==> config.mk <==
export PLATFORM = sky130hd
export DESIGN_NAME = record_stream_tokenizer_unit
export DESIGN_NICKNAME = d
export VERILOG_FILES = /design/src/hdl/rstok_pkg.sv /design/src/hdl/rstok_lexer.sv /design/src/hdl/rstok_outq.sv /design/src/hdl/record_stream_tokenizer_unit.sv
export SDC_FILE = /design/constraint.sdc
export NUM_CORES = 1
export LEC_CHECK = 0
export BUFFER_PORTS_ARGS = -buffer_cell sky130_fd_sc_hd__buf_2
export CAP_MARGIN = 20
export CORE_ASPECT_RATIO = 1.75
export CORE_UTILIZATION = 55
export DETAILED_ROUTE_END_ITERATION = 8
export PLACE_DENSITY = 0.76
export SLEW_MARGIN = 20
export SYNTH_ARGS = -nofsm -noshare
export SYNTH_HDL_FRONTEND = slang
export SYNTH_SLANG_ARGS = --single-unit
==> constraint.sdc <==
create_clock -name clk -period 6.8 [get_ports clk]
set_clock_uncertainty 0.2 [all_clocks]
set_input_delay 1.36 -clock clk [delete_from_list [all_inputs] [get_ports clk]]
set_output_delay 1.36 -clock clk [all_outputs]
set_load 0.02 [all_outputs]
==> src/hdl/rstok_pkg.sv <==
package rstok_pkg;

    localparam logic [4:0] KIND_STRING   = 5'd12;
    localparam logic [4:0] KIND_WORD     = 5'd13;
    localparam logic [4:0] KIND_KEYWORD0 = 5'd14;
    localparam logic [4:0] KIND_END      = 5'd20;
    localparam logic [4:0] KIND_UNKNOWN  = 5'd21;

    localparam int          NUM_SLOTS      = 4;
    localparam int          NUM_KEYWORDS   = 6;
    localparam int          KW_MAX_LEN     = 9;
    localparam logic [5:0]  ALL_CANDIDATES = 6'h3F;

    localparam logic [7:0] CHAR_SPACE     = 8'h20;
    localparam logic [7:0] CHAR_TAB       = 8'h09;
    localparam logic [7:0] CHAR_QUOTE     = 8'h22;
    localparam logic [7:0] CHAR_BACKSLASH = 8'h5C;

    localparam logic [3:0] KW_LEN [NUM_KEYWORDS] = '{4'd4, 4'd7, 4'd9, 4'd5, 4'd4, 4'd7};

    localparam logic [7:0] KW_TEXT [NUM_KEYWORDS][KW_MAX_LEN] = '{
        '{"d", "o", "n", "e", 8'h00, 8'h00, 8'h00, 8'h00, 8'h00},
        '{"r", "u", "n", "n", "i", "n", "g", 8'h00, 8'h00},
        '{"c", "o", "n", "n", "e", "c", "t", "e", "d"},
        '{"e", "r", "r", "o", "r", 8'h00, 8'h00, 8'h00, 8'h00},
        '{"e", "x", "i", "t", 8'h00, 8'h00, 8'h00, 8'h00, 8'h00},
        '{"s", "t", "o", "p", "p", "e", "d", 8'h00, 8'h00}
    };

    typedef struct packed {
        logic [4:0]  kind;
        logic [15:0] start;
        logic [15:0] length;
    } tok_t;

    typedef struct packed {
        logic [NUM_SLOTS-1:0] valid;
        tok_t [NUM_SLOTS-1:0] tok;
    } grp_t;

    function automatic logic is_word_byte(input logic [7:0] c);
        return c inside {[8'h30:8'h39], [8'h41:8'h5A], [8'h61:8'h7A], 8'h2D, 8'h5F};
    endfunction

    // punctuation kind, or KIND_UNKNOWN when c is not punctuation
    function automatic logic [4:0] punct_kind(input logic [7:0] c);
        logic [4:0] k;
        case (c)
            "{":     k = 5'd0;
            "}":     k = 5'd1;
            "[":     k = 5'd2;
            "]":     k = 5'd3;
            "=":     k = 5'd4;
            "^":     k = 5'd5;
            "*":     k = 5'd6;
            "+":     k = 5'd7;
            "@":     k = 5'd8;
            "&":     k = 5'd9;
            "~":     k = 5'd10;
            ",":     k = 5'd11;
            default: k = KIND_UNKNOWN;
        endcase
        return k;
    endfunction

endpackage

==> src/hdl/rstok_lexer.sv <==
module rstok_lexer
    import rstok_pkg::*;
#(
    parameter int MAX_BUFFER_BYTES = 65536
)
(
    input  logic       clk,
    input  logic       rst_n,
    input  logic       take,
    input  logic [7:0] text_byte,
    input  logic       buffer_end,
    output grp_t       group_next
);

    localparam int PW = $clog2(MAX_BUFFER_BYTES);

    localparam logic [1:0] MODE_IDLE   = 2'd0;
    localparam logic [1:0] MODE_WORD   = 2'd1;
    localparam logic [1:0] MODE_STRING = 2'd2;
    localparam logic [1:0] MODE_ESCAPE = 2'd3;

    logic [1:0]    mode_reg, mode_next;
    logic [PW-1:0] pos_reg, pos_next_v;
    logic [PW-1:0] start_reg, start_next;
    logic [5:0]    cand_reg, cand_next;

    logic [1:0]    m1;
    logic [PW-1:0] start1;
    logic [5:0]    cand1;
    logic [PW-1:0] pn;
    logic [PW-1:0] d_cur;
    logic [PW-1:0] midx;
    logic [5:0]    mv;
    logic          wb;
    logic [4:0]    pk;
    logic          do_idle;

    function automatic logic [PW-1:0] pos_inc(input logic [PW-1:0] p);
        return (p == PW'(MAX_BUFFER_BYTES - 1)) ? '0 : p + PW'(1);
    endfunction

    function automatic logic [PW-1:0] pos_diff(input logic [PW-1:0] a, input logic [PW-1:0] b);
        logic [PW:0] d;
        d = {1'b0, a} - {1'b0, b};
        if (a < b)
        begin
            d = d + (PW+1)'(MAX_BUFFER_BYTES);
        end
        return d[PW-1:0];
    endfunction

    function automatic logic [5:0] kw_match(input logic [7:0] c, input logic [PW-1:0] idx);
        logic [5:0] m;
        logic [3:0] i4;
        logic       in_range;
        in_range = (idx < PW'(KW_MAX_LEN));
        i4 = in_range ? idx[3:0] : 4'd0;
        for (int k = 0; k < NUM_KEYWORDS; k++)
        begin
            m[k] = in_range && (i4 < KW_LEN[k]) && (KW_TEXT[k][i4] == c);
        end
        return m;
    endfunction

    function automatic tok_t word_tok(input logic [PW-1:0] s, input logic [PW-1:0] len,
                                      input logic [5:0] cand);
        tok_t t;
        t.kind   = KIND_WORD;
        t.start  = 16'(s);
        t.length = 16'(len);
        for (int k = NUM_KEYWORDS - 1; k >= 0; k--)
        begin
            if (cand[k] && (len == PW'(KW_LEN[k])))
            begin
                t.kind = KIND_KEYWORD0 + 5'(k);
            end
        end
        return t;
    endfunction

    assign wb    = is_word_byte(text_byte);
    assign pk    = punct_kind(text_byte);
    assign pn    = pos_inc(pos_reg);
    assign d_cur = pos_diff(pos_reg, start_reg);
    assign midx  = (mode_reg == MODE_WORD) ? d_cur : '0;
    assign mv    = kw_match(text_byte, midx);

    always_comb
    begin
        group_next = '0;
        m1         = mode_reg;
        start1     = start_reg;
        cand1      = cand_reg;
        do_idle    = 1'b0;

        case (mode_reg)
            MODE_WORD:
            begin
                if (wb)
                begin
                    cand1 = cand_reg & mv;
                end
                else
                begin
                    group_next.valid[0] = 1'b1;
                    group_next.tok[0]   = word_tok(start_reg, d_cur, cand_reg);
                    do_idle             = 1'b1;
                end
            end
            MODE_STRING:
            begin
                if (text_byte == CHAR_QUOTE)
                begin
                    group_next.valid[1]      = 1'b1;
                    group_next.tok[1].kind   = KIND_STRING;
                    group_next.tok[1].start  = 16'(start_reg);
                    group_next.tok[1].length = 16'(d_cur);
                    m1                       = MODE_IDLE;
                end
                else if (text_byte == CHAR_BACKSLASH)
                begin
                    m1 = MODE_ESCAPE;
                end
            end
            MODE_ESCAPE:
            begin
                m1 = MODE_STRING;
            end
            default:
            begin
                do_idle = 1'b1;
            end
        endcase

        if (do_idle)
        begin
            m1    = MODE_IDLE;
            cand1 = ALL_CANDIDATES;
            if (text_byte == CHAR_SPACE || text_byte == CHAR_TAB)
            begin
                m1 = MODE_IDLE;
            end
            else if (pk != KIND_UNKNOWN)
            begin
                group_next.valid[1]      = 1'b1;
                group_next.tok[1].kind   = pk;
                group_next.tok[1].start  = 16'(pos_reg);
                group_next.tok[1].length = 16'd1;
            end
            else if (text_byte == CHAR_QUOTE)
            begin
                m1     = MODE_STRING;
                start1 = pn;
            end
            else if (wb)
            begin
                m1     = MODE_WORD;
                start1 = pos_reg;
                cand1  = mv;
            end
            else
            begin
                group_next.valid[1]      = 1'b1;
                group_next.tok[1].kind   = KIND_UNKNOWN;
                group_next.tok[1].start  = 16'(pos_reg);
                group_next.tok[1].length = 16'd1;
            end
        end

        if (buffer_end)
        begin
            if (m1 == MODE_WORD)
            begin
                group_next.valid[2] = 1'b1;
                group_next.tok[2]   = word_tok(start1, pos_diff(pn, start1), cand1);
            end
            group_next.valid[3]      = 1'b1;
            group_next.tok[3].kind   = KIND_END;
            group_next.tok[3].start  = 16'(pn);
            group_next.tok[3].length = 16'd0;
            mode_next  = MODE_IDLE;
            pos_next_v = '0;
            start_next = '0;
            cand_next  = ALL_CANDIDATES;
        end
        else
        begin
            mode_next  = m1;
            pos_next_v = pn;
            start_next = start1;
            cand_next  = cand1;
        end
    end

    always_ff @(posedge clk or negedge rst_n)
    begin
        if (!rst_n)
        begin
            mode_reg  <= MODE_IDLE;
            pos_reg   <= '0;
            start_reg <= '0;
            cand_reg  <= ALL_CANDIDATES;
        end
        else if (take)
        begin
            mode_reg  <= mode_next;
            pos_reg   <= pos_next_v;
            start_reg <= start_next;
            cand_reg  <= cand_next;
        end
    end

endmodule

==> src/hdl/rstok_outq.sv <==
module rstok_outq
    import rstok_pkg::*;
(
    input  logic        clk,
    input  logic        rst_n,
    input  logic        take,
    input  grp_t        group_next,
    output logic        room,
    output logic        token_valid,
    input  logic        token_stall,
    output logic [4:0]  token_kind,
    output logic [15:0] token_start,
    output logic [15:0] token_length,
    output logic        run_last
);

    logic [NUM_SLOTS-1:0] valid_reg, valid_next;
    tok_t [NUM_SLOTS-1:0] tok_reg;
    logic [NUM_SLOTS-1:0] lowest;
    logic [NUM_SLOTS-1:0] remain;
    logic                 xfer;
    tok_t                 sel;

    assign lowest      = valid_reg & (~valid_reg + NUM_SLOTS'(1));
    assign remain      = valid_reg & ~lowest;
    assign token_valid = |valid_reg;
    assign xfer        = token_valid & ~token_stall;
    assign room        = (remain == '0) && (!token_valid || !token_stall);
    assign run_last    = (remain == '0);

    always_comb
    begin
        sel = tok_reg[0];
        for (int i = NUM_SLOTS - 1; i >= 0; i--)
        begin
            if (lowest[i])
            begin
                sel = tok_reg[i];
            end
        end
    end

    assign token_kind   = sel.kind;
    assign token_start  = sel.start;
    assign token_length = sel.length;

    always_comb
    begin
        if (take)
        begin
            valid_next = group_next.valid;
        end
        else if (xfer)
        begin
            valid_next = remain;
        end
        else
        begin
            valid_next = valid_reg;
        end
    end

    always_ff @(posedge clk or negedge rst_n)
    begin
        if (!rst_n)
        begin
            valid_reg <= '0;
        end
        else
        begin
            valid_reg <= valid_next;
        end
    end

    always_ff @(posedge clk)
    begin
        if (take)
        begin
            tok_reg <= group_next.tok;
        end
    end

endmodule

==> src/hdl/record_stream_tokenizer_unit.sv <==
// Channel   Direction  Handshake                 Payload
// text      in         text_valid / text_stall   text_byte, buffer_end
// token     out        token_valid / token_stall token_kind, token_start, token_length,
//                                                run_last
//
// One byte per cycle is taken while each byte causes at most one token and token_stall is low.
// A byte that causes two or three tokens holds text_stall high while the token
// register drains them, one token per transfer.
// The first token of a transferred byte appears in the cycle after the transfer.
// Reset clears the lexer state and empties the token register; no clearing pass.
// text_stall is high while the token register holds more than its head token,
// or while token_stall holds that head token back.
module record_stream_tokenizer_unit
    import rstok_pkg::*;
#(
    parameter int MAX_BUFFER_BYTES = 65536
)
(
    input  logic        clk,
    input  logic        rst_n,
    input  logic        text_valid,
    output logic        text_stall,
    input  logic [7:0]  text_byte,
    input  logic        buffer_end,
    output logic        token_valid,
    input  logic        token_stall,
    output logic [4:0]  token_kind,
    output logic [15:0] token_start,
    output logic [15:0] token_length,
    output logic        run_last
);

    grp_t group_next;
    logic room;
    logic take;

    assign text_stall = ~room;
    assign take       = text_valid & room;

    rstok_lexer #(
        .MAX_BUFFER_BYTES(MAX_BUFFER_BYTES)
    ) u_lexer (
        .clk        (clk),
        .rst_n      (rst_n),
        .take       (take),
        .text_byte  (text_byte),
        .buffer_end (buffer_end),
        .group_next (group_next)
    );

    rstok_outq u_outq (
        .clk          (clk),
        .rst_n        (rst_n),
        .take         (take),
        .group_next   (group_next),
        .room         (room),
        .token_valid  (token_valid),
        .token_stall  (token_stall),
        .token_kind   (token_kind),
        .token_start  (token_start),
        .token_length (token_length),
        .run_last     (run_last)
    );

endmodule
==> flow_metrics.py <==
metrics = {
    "drt": {
        "viasPerCell": 6.642,
        "met1_length_mm": 13.01,
        "vias": 10740,
        "drc_errors": 0,
        "top_layer_used": "met4",
        "wirelength_mm": 39.95,
        "wl_met2_mm": 20.61,
        "wl_met3_mm": 2.675,
        "drt-pass1-iter-count": 6,
        "drt-initial-drc-count": 1130,
        "antenna_left": 0,
        "post_drt_wl_per_cell_um": 24.70,
    },
    "floorplan": {
        "chipHeight_um": 191.2,
        "start_util_pct": 56.48,
        "fp.coreArea_sq_mm": 0.01991,
        "rows": 68,
        "ios": 53,
        "die_x_um": 110.1,
        "die_area_sq_mm": 0.02104,
    },
    "cts": {
        "htree_levels": 4,
        "ctsHoldBuffers": 0,
        "cts_buffers": 17,
        "cts.sinks": 170,
        "clockRootBuffer": "clkbuf_16",
        "worstSkewPairLatency_ns": 0.45,
        "cts_tree": "done",
        "clk_path_buf_depth": 2,
        "path_clk_slew_ns": 0.07,
    },
    "sta": {
        "setup_viol": 0,
        "fin_ws_ns": 0.2349,
        "hold_viol_final": 0,
        "drv_slew": 0,
        "min_period_over_period_pct": 96.55,
        "max_freq_mhz": 152.3,
        "tightest_slew_ns": 0.9381,
        "fin_crit_ns": 6.565,
        "max-slew-margin-rel_pct": 37.31,
    },
    "synthesis": {
        "synth_seq_cells": 170,
        "syn_area_per_cell_sq_um": 9.172,
        "synth.cell_area_sq_mm": 0.01124,
        "synth_cell_types": 92,
        "yosys_warnings": 0,
        "syn-instance-count": 1226,
        "seq_area_frac_synth_pct": 43.51,
        "ys_async_sr_fraction_pct": 25.88,
        "synth_edf_count": 126,
        "syn_nets": 1280,
        "dominantRegCellSynth": "edfxtp_1",
    },
    "worst_setup_path": {
        "start_kind": "flip-flop",
        "worstSetupPathType": "flip-flop to flip-flop",
        "worstPathMaxFanout": 6,
        "critPathCaptureType": "flip-flop",
        "timing.rr.start": "u_lexer.pos_reg[0]$_DFFE_PN0P_",
        "required_ns": 6.77,
        "r2r_setup_slack_ns": 0.23,
        "r2r_cells": 24,
        "reg2reg_to": "u_outq.tok_reg[108]$_SDFFCE_PN0P_",
        "crit_arrival_ns": 6.54,
    },
    "pwr": {
        "ir_worst_vdd_mv": 0.5380,
        "power.switching_w": 0.003041,
        "power_frac_comb_pct": 59.2,
        "power.density_mw_per_mm2": 478.9,
        "finalPower_w": 0.006313,
        "p_int_w": 0.003273,
        "p_sw_share_pct": 48.16,
        "seqPwrFrac_pct": 25.9,
        "clock_power_share_pct": 14.9,
        "static-leakage-power_nw": 5.564,
    },
    "min_path": {
        "min_to": "u_lexer.cand_reg[1]$_DFFE_PN1P_",
        "holdPathStages": 2,
        "min_from": "u_lexer.cand_reg[1]$_DFFE_PN1P_",
        "min_path_type": "flip-flop to flip-flop",
    },
    "status": {
        "status": "complete, no violations",
    },
    "final_layout": {
        "most-common-layout-cells": "buf_4, nand2_1, nor2_1, edfxtp_1, o21ai_0",
        "nets": 1413,
        "area_growth_syn_to_layout_pct": 17.24,
        "largest_reg_flops": 126,
        "antenna_cells": 0,
        "final_cell_count_no_fill": 1617,
        "final_common_cell": "buf_4",
        "nFillCells": 1676,
        "drive_above_1_share_pct": 19.46,
    },
    "place": {
        "place_inst": 1584,
        "dp_worst_setup_slack_ns": -0.2818,
        "hpwlAfterDp_mm": 29.53,
        "globalplace.congestion": 1.021,
        "port-buffer-count": 52,
    },
    "global_route": {
        "grt_max_degree": 73,
        "grt_pass1_wl_mm": 60.58,
        "grtUsageTotal_pct": 39.77,
        "first_global_vias": 10840,
        "antenna_found_initial": 0,
        "overflow": 0,
    },
    "job": {
        "cap_violations": 0,
    },
}
synth_stat cells (11+ instances only):
library cell | count | area share [%]
nand3_1 | 27 | 1.2
and3_1 | 22 | 1.2
nor3_1 | 21 | 0.93
inv_1 | 54 | 1.8
nor2b_1 | 16 | 0.89
nand2b_1 | 14 | 0.78
o22ai_1 | 34 | 1.9
xnor2_1 | 27 | 2.1
a21o_1 | 11 | 0.73
a22o_1 | 13 | 1.0
and2_1 | 23 | 1.3
nand2_1 | 140 | 4.7
nor2_1 | 139 | 4.6
clkbuf_1 | 70 | 2.3
o21a_1 | 14 | 0.93
edfxtp_1 | 126 | 34
dfrtp_1 | 38 | 8.5
ha_1 | 39 | 4.3
xor2_1 | 24 | 1.9
a211oi_1 | 16 | 1.1
a222oi_1 | 29 | 2.6
o21ai_0 | 79 | 3.5
a21oi_1 | 52 | 2.3
a31oi_1 | 11 | 0.61
power by group through the flow:
stage / combinational (W) / sequential, W / clock [W]
after floorplan: 0.00225 / 0.00161 / 0
after global placement: 0.00358 / 0.00163 / 0
after detailed placement: 0.00361 / 0.00165 / 0
after CTS: 0.00363 / 0.00163 / 0.000939
after global routing: 0.00399 / 0.00166 / 0.000980
final: 0.00374 / 0.00164 / 0.000941
worst max-delay path by stage:
| stage | slack [ns] | end | startpoint |
|---|---|---|---|
| 2_1_floorplan | 0.23 | u_outq.tok_reg[108]$_SDFFCE_PN0P_ | text_byte[0] |
| 3_3_place_gp | -0.1 | u_outq.tok_reg[108]$_SDFFCE_PN0P_ | text_byte[1] |
| 3_5_place_dp | -0.28 | u_outq.tok_reg[108]$_SDFFCE_PN0P_ | text_byte[1] |
| 4_1_cts | 0.15 | u_outq.tok_reg[108]$_SDFFCE_PN0P_ | text_byte[1] |
| 5_1_grt | -0.009 | u_outq.tok_reg[108]$_SDFFCE_PN0P_ | text_byte[1] |
| 6_report | 0.23 | u_outq.tok_reg[108]$_SDFFCE_PN0P_ | u_lexer.pos_reg[0]$_DFFE_PN0P_ |
metal layers:
metal | track usage (%) | vias to the layer above
met5 | 0 | -
met2 | 69.50 | 625
li1 | - | 4820
met3 | 6.308 | 193
met4 | 34.00 | 0
met1 | 40.08 | 5102
stage by stage:
| stage | util [%] | hold slack (ns) | TNS, ns | area, sq um |
|---|---|---|---|---|
| 2_1_floorplan | - | 0.2930 | 0 | 11240 |
| 3_3_place_gp | 63.14 | 0.3091 | -0.2590 | 12570 |
| 3_5_place_dp | 63.14 | 0.3128 | -0.8629 | 12570 |
| 4_1_cts | 65.96 | 0.3260 | 0 | 13130 |
| 5_1_grt | 66.21 | 0.3448 | -0.008738 | 13180 |
| 6_report | 66.21 | 0.3296 | 0 | 13180 |
critical path, cell delays in order (launching register included):
cell and delay (ns):
dfrtp_1 0.43, inv_1 0.13, ha_1 0.19, inv_1 0.07
fa_1 0.49, a21o_1 0.23, a221oi_4 0.25, buf_4 0.20
o22ai_1 0.10, o211ai_2 0.39, o21ai_2 0.16, nor4_2 0.30
nand2_1 0.12, or3_1 0.40, inv_1 0.11, ha_1 0.33
or4b_2 0.62, a21oi_1 0.19, nor4b_1 0.25, a21oi_1 0.08
o31a_1 0.32, nor4_1 0.37, or2_2 0.19, a211o_1 0.10
o21ai_1 0.07
final cells by class:
type	count	area (sq um)	share of cell area (%)
Clock inverter	12	113.9	0.8637
Sequential cell	170	4892	37.11
Inverter	55	211.5	1.604
Tap cell	245	306.5	2.325
Timing Repair Buffer	196	1345	10.20
Multi-Input combinational cell	919	5867	44.50
Clock buffer	20	446.7	3.388
cells by family after synthesis:
group,count (synthesis),synth area share (%)
AO/OA/AOI/OAI,337,20.74
XOR/XNOR,54,4.473
adder cells (fa/ha/maj),42,4.785
buffers and inverters,137,4.740
flip-flops,170,43.51
multiplexers,7,0.6343
AND/OR/NAND/NOR,479,21.12
repair_timing:
item                                    4_1_cts  5_1_grt
endpoints found under the hold margin         0        0
endpoints found under the setup margin        0        4
buffers inserted                              0        1
resized for setup                             0       13
(Power assumes the default switching activity.)
